`src/hw/rtl/tbr_pkg.sv`:
```
// Shared constants for the triangle bounding-box rasterizer.
`timescale 1ns / 1ps
package tbr_pkg;
  localparam int unsigned VTX_W      = 19;
  localparam int unsigned PIX_W      = 15;
  localparam int unsigned ADDR_W     = 48;
  localparam int unsigned DIM_W      = 13;
  localparam int unsigned STEP_W     = 18;
  localparam int unsigned CFG_IDX_W  = 3;
  localparam int unsigned CFG_DATA_W = 48;

  localparam int unsigned COORD_FRAC_BITS_DEF = 16;
  localparam int unsigned MAX_FB_DIM_DEF      = 4096;

  localparam logic [CFG_IDX_W-1:0] CFG_FB_WIDTH  = CFG_IDX_W'(0);
  localparam logic [CFG_IDX_W-1:0] CFG_FB_HEIGHT = CFG_IDX_W'(1);
  localparam logic [CFG_IDX_W-1:0] CFG_X_STEP    = CFG_IDX_W'(2);
  localparam logic [CFG_IDX_W-1:0] CFG_Y_STEP    = CFG_IDX_W'(3);
  localparam logic [CFG_IDX_W-1:0] CFG_BASE      = CFG_IDX_W'(4);

  localparam logic [DIM_W-1:0]  FB_WIDTH_RST  = DIM_W'(256);
  localparam logic [DIM_W-1:0]  FB_HEIGHT_RST = DIM_W'(256);
  localparam logic [STEP_W-1:0] X_STEP_RST    = STEP_W'(512);
  localparam logic [STEP_W-1:0] Y_STEP_RST    = STEP_W'(512);

  localparam logic signed [PIX_W-1:0] PIX_MAX = PIX_W'(16383);
  localparam logic signed [PIX_W-1:0] PIX_MIN = PIX_W'(-16384);

  localparam logic OP_LOAD = 1'b0;
endpackage

```
`src/hw/rtl/tbr_if.sv`:
```
// Valid/ready channel interfaces for vertex input and sample results.
`timescale 1ns / 1ps
interface tbr_in_if;
  logic valid;
  logic ready;
  logic opcode;
  logic signed [tbr_pkg::VTX_W-1:0] vertex_a_x;
  logic signed [tbr_pkg::VTX_W-1:0] vertex_a_y;
  logic signed [tbr_pkg::VTX_W-1:0] vertex_b_x;
  logic signed [tbr_pkg::VTX_W-1:0] vertex_b_y;
  logic signed [tbr_pkg::VTX_W-1:0] vertex_c_x;
  logic signed [tbr_pkg::VTX_W-1:0] vertex_c_y;
  modport source(output valid, opcode, vertex_a_x, vertex_a_y, vertex_b_x, vertex_b_y,
                 vertex_c_x, vertex_c_y, input ready);
  modport sink(input valid, opcode, vertex_a_x, vertex_a_y, vertex_b_x, vertex_b_y,
               vertex_c_x, vertex_c_y, output ready);
endinterface

interface tbr_out_if;
  logic valid;
  logic ready;
  logic covered;
  logic signed [tbr_pkg::PIX_W-1:0] pixel_x;
  logic signed [tbr_pkg::PIX_W-1:0] pixel_y;
  logic outside;
  logic [tbr_pkg::ADDR_W-1:0] pixel_address;
  logic done_res;
  modport source(output valid, covered, pixel_x, pixel_y, outside, pixel_address, done_res,
                 input ready);
  modport sink(input valid, covered, pixel_x, pixel_y, outside, pixel_address, done_res,
               output ready);
endinterface

```
`src/hw/rtl/tbr_mul.sv`:
```
// Shared signed multiplier with registered product.
`timescale 1ns / 1ps
module tbr_mul #(
  parameter int unsigned MW = 21
) (
  input  logic                   clk_i,
  input  logic signed [MW-1:0]   a_i,
  input  logic signed [MW-1:0]   b_i,
  output logic signed [2*MW-1:0] prod_o
);
  logic signed [2*MW-1:0] prod_q;

  always_ff @(posedge clk_i) begin
    prod_q <= a_i * b_i;
  end

  assign prod_o = prod_q;
endmodule

```
`src/hw/rtl/triangle_bbox_rasterizer.sv`:
```
// Triangle bounding-box rasterizer: sequencer around one shared multiplier.
// Load: accepted, then busy in S_D0, S_D1 and S_D2 to form the edge divisor; no result.
// Advance: result registered at the end of S_A0 through S_A8 (seven products through the one
// multiplier); next item accepted only once the result beat is taken.
// Advance with the walk finished: result in the next cycle.
// Reset: async, active low; control/config registers reset, walk idle, no result pending.
`timescale 1ns / 1ps
module triangle_bbox_rasterizer #(
  parameter int unsigned COORD_FRAC_BITS = tbr_pkg::COORD_FRAC_BITS_DEF,
  parameter int unsigned MAX_FB_DIM      = tbr_pkg::MAX_FB_DIM_DEF
) (
  input  logic                            clk_i,
  input  logic                            rst_ni,
  input  logic                            cfg_we_i,
  input  logic [tbr_pkg::CFG_IDX_W-1:0]   cfg_idx_i,
  input  logic [tbr_pkg::CFG_DATA_W-1:0]  cfg_data_i,
  tbr_in_if.sink                          in_i,
  tbr_out_if.source                       res_o
);
  localparam int unsigned VW  = tbr_pkg::VTX_W;
  localparam int unsigned DW  = tbr_pkg::VTX_W + 1;
  localparam int unsigned F   = COORD_FRAC_BITS;
  localparam int unsigned PW  = (F + 2 > DW) ? F + 2 : DW;
  localparam int unsigned MXW = $clog2(MAX_FB_DIM + 1);
  localparam int unsigned CW  = (MXW > tbr_pkg::DIM_W) ? MXW : tbr_pkg::DIM_W;
  localparam int unsigned M0  = (PW + 1 > DW + 1) ? PW + 1 : DW + 1;
  localparam int unsigned MW  = (M0 > CW + 1) ? M0 : CW + 1;
  localparam int unsigned PRW = 2 * MW;
  localparam int unsigned AW  = PRW + 1;
  localparam int unsigned RW  = PRW + 1;
  localparam int unsigned SW  = tbr_pkg::VTX_W + 2;
  localparam int unsigned AD  = tbr_pkg::ADDR_W;

  localparam logic signed [MW-1:0] ONE  = MW'(1) << F;
  localparam logic signed [RW-1:0] HALF = RW'(1) << (F - 1);

  typedef enum logic [12:0] {
    S_IDLE = 13'b0000000000001,
    S_D0   = 13'b0000000000010,
    S_D1   = 13'b0000000000100,
    S_D2   = 13'b0000000001000,
    S_A0   = 13'b0000000010000,
    S_A1   = 13'b0000000100000,
    S_A2   = 13'b0000001000000,
    S_A3   = 13'b0000010000000,
    S_A4   = 13'b0000100000000,
    S_A5   = 13'b0001000000000,
    S_A6   = 13'b0010000000000,
    S_A7   = 13'b0100000000000,
    S_A8   = 13'b1000000000000
  } state_e;

  state_e st_q, st_d;

  logic [tbr_pkg::DIM_W-1:0]  fb_w_q, fb_h_q;
  logic [tbr_pkg::STEP_W-1:0] x_step_q, y_step_q;
  logic [AD-1:0]              base_q;

  logic signed [VW-1:0] ax_q, ay_q, bx_q, by_q, cx_q, cy_q;
  logic signed [VW-1:0] min_x_q, max_x_q, max_y_q, sx_q, sy_q;
  logic                 walk_q;
  logic signed [AW-1:0] div_q, na_q, nb_q;
  logic signed [RW-1:0] px_q, py_q;
  logic                 cov_q, outs_q;

  logic                       out_vld_q;
  logic                       o_cov_q, o_outs_q, o_done_q;
  logic signed [tbr_pkg::PIX_W-1:0] o_px_q, o_py_q;
  logic [AD-1:0]              o_addr_q;

  logic signed [MW-1:0]  opa, opb;
  logic signed [PRW-1:0] prod;

  logic in_acc;
  assign in_i.ready = (st_q == S_IDLE) && !out_vld_q;
  assign in_acc     = in_i.valid && in_i.ready;

  // clamped sizes and half sizes
  logic [CW-1:0] cw, ch, hx, hy;
  assign cw = (CW'(fb_w_q) > CW'(MAX_FB_DIM)) ? CW'(MAX_FB_DIM) : CW'(fb_w_q);
  assign ch = (CW'(fb_h_q) > CW'(MAX_FB_DIM)) ? CW'(MAX_FB_DIM) : CW'(fb_h_q);
  assign hx = cw >> 1;
  assign hy = ch >> 1;

  // edge differences
  logic signed [DW-1:0] d_bc_y, d_cb_x, d_ca_y, d_ac_x, d_ac_y, d_sc_x, d_sc_y;
  assign d_bc_y = DW'(by_q) - DW'(cy_q);
  assign d_cb_x = DW'(cx_q) - DW'(bx_q);
  assign d_ca_y = DW'(cy_q) - DW'(ay_q);
  assign d_ac_x = DW'(ax_q) - DW'(cx_q);
  assign d_ac_y = DW'(ay_q) - DW'(cy_q);
  assign d_sc_x = DW'(sx_q) - DW'(cx_q);
  assign d_sc_y = DW'(sy_q) - DW'(cy_q);

  always_comb begin
    opa = '0;
    opb = '0;
    case (st_q)
      S_D0: begin opa = MW'(d_bc_y); opb = MW'(d_ac_x); end
      S_D1: begin opa = MW'(d_cb_x); opb = MW'(d_ac_y); end
      S_A0: begin opa = MW'(d_bc_y); opb = MW'(d_sc_x); end
      S_A1: begin opa = MW'(d_cb_x); opb = MW'(d_sc_y); end
      S_A2: begin opa = MW'(d_ca_y); opb = MW'(d_sc_x); end
      S_A3: begin opa = MW'(d_ac_x); opb = MW'(d_sc_y); end
      S_A4: begin opa = MW'($signed({1'b0, hx})); opb = MW'(sx_q) + ONE; end
      S_A5: begin opa = MW'($signed({1'b0, hy})); opb = MW'(sy_q) + ONE; end
      S_A7: begin
        opa = MW'($signed({1'b0, py_q[CW-1:0]}));
        opb = MW'($signed({1'b0, cw}));
      end
      default: begin opa = '0; opb = '0; end
    endcase
  end

  tbr_mul #(.MW(MW)) u_mul (
    .clk_i (clk_i),
    .a_i   (opa),
    .b_i   (opb),
    .prod_o(prod)
  );

  // round half away from zero, drop the fraction
  function automatic logic signed [RW-1:0] rnd(input logic signed [PRW-1:0] v);
    logic signed [RW-1:0] mag;
    logic signed [RW-1:0] q;
    mag = (v < 0) ? -RW'(v) : RW'(v);
    q   = (mag + HALF) >>> F;
    return (v < 0) ? -q : q;
  endfunction

  function automatic logic signed [tbr_pkg::PIX_W-1:0] sat(input logic signed [RW-1:0] p);
    logic signed [tbr_pkg::PIX_W-1:0] r;
    if (p > RW'(tbr_pkg::PIX_MAX)) r = tbr_pkg::PIX_MAX;
    else if (p < RW'(tbr_pkg::PIX_MIN)) r = tbr_pkg::PIX_MIN;
    else r = p[tbr_pkg::PIX_W-1:0];
    return r;
  endfunction

  // load-time box
  logic signed [VW-1:0] mnx, mxx, mny, mxy, t0, t1, t2, t3;
  always_comb begin
    t0  = (in_i.vertex_a_x < in_i.vertex_b_x) ? in_i.vertex_a_x : in_i.vertex_b_x;
    mnx = (t0 < in_i.vertex_c_x) ? t0 : in_i.vertex_c_x;
    t1  = (in_i.vertex_a_x > in_i.vertex_b_x) ? in_i.vertex_a_x : in_i.vertex_b_x;
    mxx = (t1 > in_i.vertex_c_x) ? t1 : in_i.vertex_c_x;
    t2  = (in_i.vertex_a_y < in_i.vertex_b_y) ? in_i.vertex_a_y : in_i.vertex_b_y;
    mny = (t2 < in_i.vertex_c_y) ? t2 : in_i.vertex_c_y;
    t3  = (in_i.vertex_a_y > in_i.vertex_b_y) ? in_i.vertex_a_y : in_i.vertex_b_y;
    mxy = (t3 > in_i.vertex_c_y) ? t3 : in_i.vertex_c_y;
  end

  logic signed [AW+1:0] nc;
  assign nc = (AW+2)'(div_q) - (AW+2)'(na_q) - (AW+2)'(nb_q);

  logic signed [SW-1:0] nx, ny;
  assign nx = SW'(sx_q) + SW'($signed({1'b0, x_step_q}));
  assign ny = SW'(sy_q) + SW'($signed({1'b0, y_step_q}));

  logic [AD-1:0] lin;
  assign lin = AD'(px_q[CW-1:0]) + AD'(prod[2*CW-1:0]);

  always_comb begin
    st_d = st_q;
    case (st_q)
      S_IDLE: if (in_acc) begin
        if (in_i.opcode == tbr_pkg::OP_LOAD) st_d = S_D0;
        else if (walk_q) st_d = S_A0;
      end
      S_D0: st_d = S_D1;
      S_D1: st_d = S_D2;
      S_D2: st_d = S_IDLE;
      S_A0: st_d = S_A1;
      S_A1: st_d = S_A2;
      S_A2: st_d = S_A3;
      S_A3: st_d = S_A4;
      S_A4: st_d = S_A5;
      S_A5: st_d = S_A6;
      S_A6: st_d = S_A7;
      S_A7: st_d = S_A8;
      S_A8: st_d = S_IDLE;
      default: st_d = S_IDLE;
    endcase
  end

  always_ff @(posedge clk_i or negedge rst_ni) begin
    if (!rst_ni) begin
      st_q      <= S_IDLE;
      fb_w_q    <= tbr_pkg::FB_WIDTH_RST;
      fb_h_q    <= tbr_pkg::FB_HEIGHT_RST;
      x_step_q  <= tbr_pkg::X_STEP_RST;
      y_step_q  <= tbr_pkg::Y_STEP_RST;
      base_q    <= '0;
      ax_q <= '0; ay_q <= '0; bx_q <= '0; by_q <= '0; cx_q <= '0; cy_q <= '0;
      min_x_q   <= '0;
      max_x_q   <= '0;
      max_y_q   <= '0;
      sx_q      <= '0;
      sy_q      <= '0;
      walk_q    <= 1'b0;
      div_q     <= '0;
      out_vld_q <= 1'b0;
    end else begin
      st_q <= st_d;
      if (cfg_we_i) begin
        case (cfg_idx_i)
          tbr_pkg::CFG_FB_WIDTH:  fb_w_q   <= cfg_data_i[tbr_pkg::DIM_W-1:0];
          tbr_pkg::CFG_FB_HEIGHT: fb_h_q   <= cfg_data_i[tbr_pkg::DIM_W-1:0];
          tbr_pkg::CFG_X_STEP:    x_step_q <= cfg_data_i[tbr_pkg::STEP_W-1:0];
          tbr_pkg::CFG_Y_STEP:    y_step_q <= cfg_data_i[tbr_pkg::STEP_W-1:0];
          tbr_pkg::CFG_BASE:      base_q   <= cfg_data_i[AD-1:0];
          default: ;
        endcase
      end
      if (res_o.valid && res_o.ready) out_vld_q <= 1'b0;
      case (st_q)
        S_IDLE: if (in_acc) begin
          if (in_i.opcode == tbr_pkg::OP_LOAD) begin
            ax_q <= in_i.vertex_a_x; ay_q <= in_i.vertex_a_y;
            bx_q <= in_i.vertex_b_x; by_q <= in_i.vertex_b_y;
            cx_q <= in_i.vertex_c_x; cy_q <= in_i.vertex_c_y;
            min_x_q <= mnx;
            max_x_q <= mxx;
            max_y_q <= mxy;
            sx_q    <= mnx;
            sy_q    <= mny;
            walk_q  <= (mnx < mxx) && (mny < mxy);
          end else if (!walk_q) begin
            out_vld_q <= 1'b1;
          end
        end
        S_D1: div_q <= AW'(prod);
        S_D2: div_q <= div_q + AW'(prod);
        S_A8: begin
          out_vld_q <= 1'b1;
          if (nx < SW'(max_x_q)) begin
            sx_q <= nx[VW-1:0];
          end else begin
            sx_q <= min_x_q;
            if (ny < SW'(max_y_q)) sy_q <= ny[VW-1:0];
            else walk_q <= 1'b0;
          end
        end
        default: ;
      endcase
    end
  end

  // datapath and result payload
  always_ff @(posedge clk_i) begin
    case (st_q)
      S_IDLE: if (in_acc && in_i.opcode != tbr_pkg::OP_LOAD && !walk_q) begin
        o_cov_q  <= 1'b0;
        o_px_q   <= '0;
        o_py_q   <= '0;
        o_outs_q <= 1'b0;
        o_addr_q <= '0;
        o_done_q <= 1'b1;
      end
      S_A1: na_q <= AW'(prod);
      S_A2: na_q <= na_q + AW'(prod);
      S_A3: nb_q <= AW'(prod);
      S_A4: nb_q <= nb_q + AW'(prod);
      S_A5: begin
        px_q <= rnd(prod);
        if (div_q > 0)      cov_q <= (na_q >= 0) && (nb_q >= 0) && (nc >= 0);
        else if (div_q < 0) cov_q <= (na_q <= 0) && (nb_q <= 0) && (nc <= 0);
        else                cov_q <= 1'b0;
      end
      S_A6: py_q <= rnd(prod);
      S_A7: outs_q <= (px_q < 0) || (py_q < 0) || (px_q >= RW'($signed({1'b0, cw})))
                      || (py_q >= RW'($signed({1'b0, ch})));
      S_A8: begin
        o_cov_q  <= cov_q;
        o_px_q   <= sat(px_q);
        o_py_q   <= sat(py_q);
        o_outs_q <= outs_q;
        o_addr_q <= outs_q ? '0 : base_q + (lin << 2);
        o_done_q <= !(nx < SW'(max_x_q)) && !(ny < SW'(max_y_q));
      end
      default: ;
    endcase
  end

  assign res_o.valid         = out_vld_q;
  assign res_o.covered       = o_cov_q;
  assign res_o.pixel_x       = o_px_q;
  assign res_o.pixel_y       = o_py_q;
  assign res_o.outside       = o_outs_q;
  assign res_o.pixel_address = o_addr_q;
  assign res_o.done_res      = o_done_q;
endmodule
```
`src/flat_wrapper.sv`:
```
// flat-port wrapper written by rule: the top's interface ports become plain ports
module triangle_bbox_rasterizer_flat 
#(
  parameter int unsigned COORD_FRAC_BITS = tbr_pkg::COORD_FRAC_BITS_DEF,
  parameter int unsigned MAX_FB_DIM      = tbr_pkg::MAX_FB_DIM_DEF
)
  (clk_i, rst_ni, cfg_we_i, cfg_idx_i, cfg_data_i, in_i_valid, in_i_opcode, in_i_vertex_a_x, in_i_vertex_a_y, in_i_vertex_b_x, in_i_vertex_b_y, in_i_vertex_c_x, in_i_vertex_c_y, in_i_ready, res_o_valid, res_o_covered, res_o_pixel_x, res_o_pixel_y, res_o_outside, res_o_pixel_address, res_o_done_res, res_o_ready);
  tbr_in_if in_i_i ();
  tbr_out_if res_o_i ();
  input  logic clk_i;
  input  logic rst_ni;
  input  logic cfg_we_i;
  input  logic [tbr_pkg::CFG_IDX_W-1:0] cfg_idx_i;
  input  logic [tbr_pkg::CFG_DATA_W-1:0] cfg_data_i;
  input wire logic [$bits(in_i_i.valid)-1:0] in_i_valid;
  input wire logic [$bits(in_i_i.opcode)-1:0] in_i_opcode;
  input wire logic [$bits(in_i_i.vertex_a_x)-1:0] in_i_vertex_a_x;
  input wire logic [$bits(in_i_i.vertex_a_y)-1:0] in_i_vertex_a_y;
  input wire logic [$bits(in_i_i.vertex_b_x)-1:0] in_i_vertex_b_x;
  input wire logic [$bits(in_i_i.vertex_b_y)-1:0] in_i_vertex_b_y;
  input wire logic [$bits(in_i_i.vertex_c_x)-1:0] in_i_vertex_c_x;
  input wire logic [$bits(in_i_i.vertex_c_y)-1:0] in_i_vertex_c_y;
  output wire logic [$bits(in_i_i.ready)-1:0] in_i_ready;
  output wire logic [$bits(res_o_i.valid)-1:0] res_o_valid;
  output wire logic [$bits(res_o_i.covered)-1:0] res_o_covered;
  output wire logic [$bits(res_o_i.pixel_x)-1:0] res_o_pixel_x;
  output wire logic [$bits(res_o_i.pixel_y)-1:0] res_o_pixel_y;
  output wire logic [$bits(res_o_i.outside)-1:0] res_o_outside;
  output wire logic [$bits(res_o_i.pixel_address)-1:0] res_o_pixel_address;
  output wire logic [$bits(res_o_i.done_res)-1:0] res_o_done_res;
  input wire logic [$bits(res_o_i.ready)-1:0] res_o_ready;
  assign in_i_i.valid = in_i_valid;
  assign in_i_i.opcode = in_i_opcode;
  assign in_i_i.vertex_a_x = in_i_vertex_a_x;
  assign in_i_i.vertex_a_y = in_i_vertex_a_y;
  assign in_i_i.vertex_b_x = in_i_vertex_b_x;
  assign in_i_i.vertex_b_y = in_i_vertex_b_y;
  assign in_i_i.vertex_c_x = in_i_vertex_c_x;
  assign in_i_i.vertex_c_y = in_i_vertex_c_y;
  assign in_i_ready = in_i_i.ready;
  assign res_o_valid = res_o_i.valid;
  assign res_o_covered = res_o_i.covered;
  assign res_o_pixel_x = res_o_i.pixel_x;
  assign res_o_pixel_y = res_o_i.pixel_y;
  assign res_o_outside = res_o_i.outside;
  assign res_o_pixel_address = res_o_i.pixel_address;
  assign res_o_done_res = res_o_i.done_res;
  assign res_o_i.ready = res_o_ready;
  triangle_bbox_rasterizer #(.COORD_FRAC_BITS(COORD_FRAC_BITS), .MAX_FB_DIM(MAX_FB_DIM)) u_core (.clk_i(clk_i), .rst_ni(rst_ni), .cfg_we_i(cfg_we_i), .cfg_idx_i(cfg_idx_i), .cfg_data_i(cfg_data_i), .in_i(in_i_i), .res_o(res_o_i));
endmodule
```
`config.mk`:
```
export PLATFORM = sky130hd
export DESIGN_NAME = triangle_bbox_rasterizer_flat
export DESIGN_NICKNAME = d
export VERILOG_FILES = /design/src/hw/rtl/tbr_pkg.sv /design/src/hw/rtl/tbr_if.sv /design/src/hw/rtl/tbr_mul.sv /design/src/hw/rtl/triangle_bbox_rasterizer.sv /design/src/flat_wrapper.sv
export SDC_FILE = /design/constraint.sdc
export NUM_CORES = 2
export LEC_CHECK = 0
export BUFFER_PORTS_ARGS = -buffer_cell sky130_fd_sc_hd__buf_2
export CAP_MARGIN = 20
export CORE_MARGIN = 10
export CORE_UTILIZATION = 35
export DETAILED_ROUTE_END_ITERATION = 6
export GPL_ROUTABILITY_DRIVEN = 0
export MAX_ROUTING_LAYER = met4
export REMOVE_ABC_BUFFERS = 1
export SLEW_MARGIN = 20
export SYNTH_ARGS = -nofsm -noshare
export SYNTH_HDL_FRONTEND = slang
export SYNTH_SLANG_ARGS = --single-unit
export TNS_END_PERCENT = 20
```
`constraint.sdc`:
```
create_clock -name clk_i -period 14.5 [get_ports clk_i]
set_input_delay 2.9 -clock clk_i [delete_from_list [all_inputs] [get_ports clk_i]]
set_output_delay 2.9 -clock clk_i [all_outputs]
set_load 0.005 [all_outputs]
```
==> summary.md <==
The synthesized design contains 255 enable-type register cells. The effective utilization at floorplan is 35.2%. STA classifies the critical path endpoint as a flip-flop.

The placeable core region came out at 199000 um2. Achievable frequency: 75.6 MHz. At the pin with the least slew margin, the transition time is 1180 ps. Summed over all cells, the static leakage comes to 36.3 nW. In this run the remaining antenna-violating nets after routing total 0. Total via count after detailed routing: 61109. The final hold violation count came out at 0. The total track usage was 22.7%.

The floorplan has 164 rows. The worst register-to-register path has a setup slack of 1270 ps. Yosys mapped the design onto 103 distinct sky130hd cell types.

Timing analysis after detailed placement gives a worst setup slack of 1240 ps. The initial antenna violation count is 14. The die outline area was 219000 um2. Global routing finished with a remaining overflow of 0.

In the final layout, the share of cells above drive strength 1 is 9.63%. The number of violations reported at the end of detailed-routing iteration 0 is 5887, and the highest net fanout along the worst path is 33. The die extent in y is 468 um, and the required time at the endpoint of the critical path is 15100 ps. The post-detailed-route DRC marker count came out at 2. After clock tree synthesis, the repair step resized 0 gates.

The logs give 0 for the number of pins exceeding their max-slew limit in the final report and 7 for the number of detailed-route iterations in the first pass. The critical path launch point type is a flip-flop. The signed area change from the synthesized netlist to the final layout came out at 10.5%.

Number of global-route vias before repair: 60501. Across all hold checks on the routed design, the worst slack comes to 476 ps. Path category of the worst min-delay check: reg -> reg. Using the TritonRoute via totals, the vias-per-cell ratio works out to 5.65. Setup repair after global routing left no endpoint under its margin. IR analysis of the VDD net gives a maximum drop of 0.124 mV. Counting every sink on the clock net gives 674. The run gives 35.5 ps as the clock skew. For this run, the leading register cell type out of synthesis is sky130_fd_sc_hd__dfrtp_1. Counting along the longest clock path gives a buffer depth of 3. Setup slack closes at 1270 ps. Period utilization: 91.2%. The overall die width works out to 468 um. In this run, post-CTS hold repair placed 0 buffers.

The worst path in the final design needs a cycle of 13230 ps, including I/O delays and setup. Setup violations remaining at the end of the flow were counted as 0. Counting the fill cells in the layout gives 20033.

For the count of synthesis-stage warnings from yosys, the log shows 0. The clock-pin slew on the worst setup and hold paths is 70 ps. In this run the mean area of a mapped cell was 8.84 um2.

Count of port buffers added during placement: 253. In this design, the stage delay of the slowest critical-path cell is 780 ps. The maximum level of the CTS H-tree was 3; the fraction of synthesis flops using an asynchronous set or reset pin was 55.9%. For this design the top-level I/O count stands at 254.

The later pin in the worst-skew pair is clocked with a latency of 730 ps. The flow ran to the end, but the final reports show violations. The first global-routing pass estimated 373 mm of wire. STA puts the critical path data arrival time at 13820 ps. The largest net degree at the start of global routing was 132.

The routed wirelength normalized by instance count came out at 23.0 um. TritonCTS built the clock tree. Power spread over the standard cell area amounts to 152 nW/um2.

The tools report the number of setup buffers added after CTS as 0. The net count reported at finish was 9445. The wire-length estimate of the detail-placed layout is 198 mm. The worst setup path is of the reg -> reg kind. The library cell appearing most often on the critical path was sky130_fd_sc_hd__fa_1. For the total length of routed wires, the log shows 249 mm. The largest individual stage delay along the critical path comes from the cell sky130_fd_sc_hd__o2111a_1. Clock tree synthesis inserted a total of 82 buffers.

The root buffer cell is sky130_fd_sc_hd__clkbuf_16. Max-cap violations in this run came to 0. The number of register bits inferred by synthesis was 674; the sequential fraction of the synthesis area was 25.6%. The tools report the mapped cell area as 70100 um2.

The checks that failed: design-rule violations. The cell count after synthesis came out at 7930. In this run the tightest slew margin relative to its limit is 20.4%.
-- worst paths after layout --
| kind | cells after the start | start | end |
|---|---|---|---|
| min | 2 | u_core.min_x_q[0]$_DFFE_PN0P_ | u_core.min_x_q[0]$_DFFE_PN0P_ |
| max | 44 | u_core.st_q[11]$_DFFE_PN0P_ | u_core.u_mul.prod_o[40]$_DFF_P_ |
| max in group asynchronous | 3 | rst_ni | u_core.base_q[10]$_DFFE_PN0P_ |
| min in group asynchronous | 1 | rst_ni | u_core.res_o.valid$_DFF_PN0_ |
| max reg2reg | 44 | u_core.st_q[11]$_DFFE_PN0P_ | u_core.u_mul.prod_o[40]$_DFF_P_ |
| min reg2reg | 2 | u_core.min_x_q[0]$_DFFE_PN0P_ | u_core.min_x_q[0]$_DFFE_PN0P_ |
-- routing by layer --
metal,vias to the layer above,wire [um],track usage (%)
met2,2631,108000,34.3
met1,30074,105000,29.1
li1,27763,-,-
met5,-,0,-
met4,0,14900,11.3
met3,641,21100,4.30
-- cells in the mapped netlist, drive strengths merged, types with 35 or more instances --
cell type	number	area, um2
nand2	1042	3910
inv	931	3490
ha	686	8580
o21ai	556	2790
fa	503	10100
a21oi	430	2160
nor2	413	1550
dfrtp	372	9310
clkbuf	257	965
edfxtp	255	7660
xnor2	245	2150
mux2	179	2020
xor2	146	1280
nor3	143	747
a21o	142	1070
nand3	135	686
nor2b	118	738
and2	94	588
nand4	94	588
mux2i	83	831
nor4	82	594
nand2b	79	494
a31oi	61	397
o21a	61	458
and3	58	363
a211oi	57	428
or3	57	357
o21bai	51	383
o211ai	48	360
dfxtp	42	841
o221ai	39	342
o31ai	35	268
-- report_power, final --
group,internal [mW],switching (mW),leakage [nW]
clock network,1.30,0.919,1.40
registers,2.41,0.420,7.27
logic,2.49,4.26,27.6
-- state kept, by name, indices dropped and copies added, names as in the netlist, 42 cells and up --
register / count
u_core.base_q: 48
u_core.div_q: 43
u_core.na_q: 43
u_core.nb_q: 43
u_core.px_q: 43
u_core.py_q: 43
u_core.res_o.pixel_address: 48
u_core.u_mul.prod_o: 42
-- critical path, delay by kind of cell, from the launching register on --
kind            cells  cell delay (ps)
compound gates     21             5530
fa+ha+maj           9             4260
simple gates        8             2270
flops               1              430
xor+xnor            2              310
buf+inv             4              280
-- layout by cell type, fill, tap and decap left out, types with 245 or more instances in the layout --
cell type                  instances
sky130_fd_sc_hd__fa_1            503
sky130_fd_sc_hd__inv_1           929
sky130_fd_sc_hd__a21oi_1         429
sky130_fd_sc_hd__edfxtp_1        255
sky130_fd_sc_hd__o21ai_0         548
sky130_fd_sc_hd__ha_1            686
sky130_fd_sc_hd__nor2_1          412
sky130_fd_sc_hd__xnor2_1         245
sky130_fd_sc_hd__nand2_1        1040
sky130_fd_sc_hd__buf_2           252
sky130_fd_sc_hd__dfrtp_1         372
-- area by class of cell --
cell class                 instances  area, um2  share of cell area (%)
antenna                            9       22.5                  0.0291
clock buffer                     109       2340                    3.01
clock inverter                    41        502                   0.647
inverter                         935       3510                    4.53
multi-input combinational       6036      47800                    61.7
sequential                       674      17900                    23.1
tap                             2656       3320                    4.29
timing repair buffer             356       2050                    2.64
-- cells by family (layout without fill, tap and decap cells) --
group           after synthesis  after routing  share of synthesized area, %
mux                         262            262                          4.06
xor+xnor                    393            393                          4.95
flops                       674            674                          25.6
fa+ha+maj                  1189           1189                          26.6
buf+inv                    1220           1441                          6.57
simple gates               2434           2434                          16.5
compound gates             1758           1758                          15.8
other cells                   0              9                             0
-- through the flow --
step / cell area [um2] / setup TNS (ps) / total power, mW / cells / utilization, %
2_1_floorplan: 69000 / -2450 / 7.22 / 7645 / -
3_3_place_gp: 74600 / 0 / 9.24 / 10657 / 37.4
3_5_place_dp: 74600 / 0 / 9.38 / 10657 / 37.4
4_1_cts: 77500 / 0 / 11.6 / 10807 / 38.8
5_1_grt: 77500 / 0 / 12.5 / 10816 / 38.9
6_report: 77500 / 0 / 11.8 / 10816 / 38.9
No activity file was read; power rests on OpenSTA's default activity.
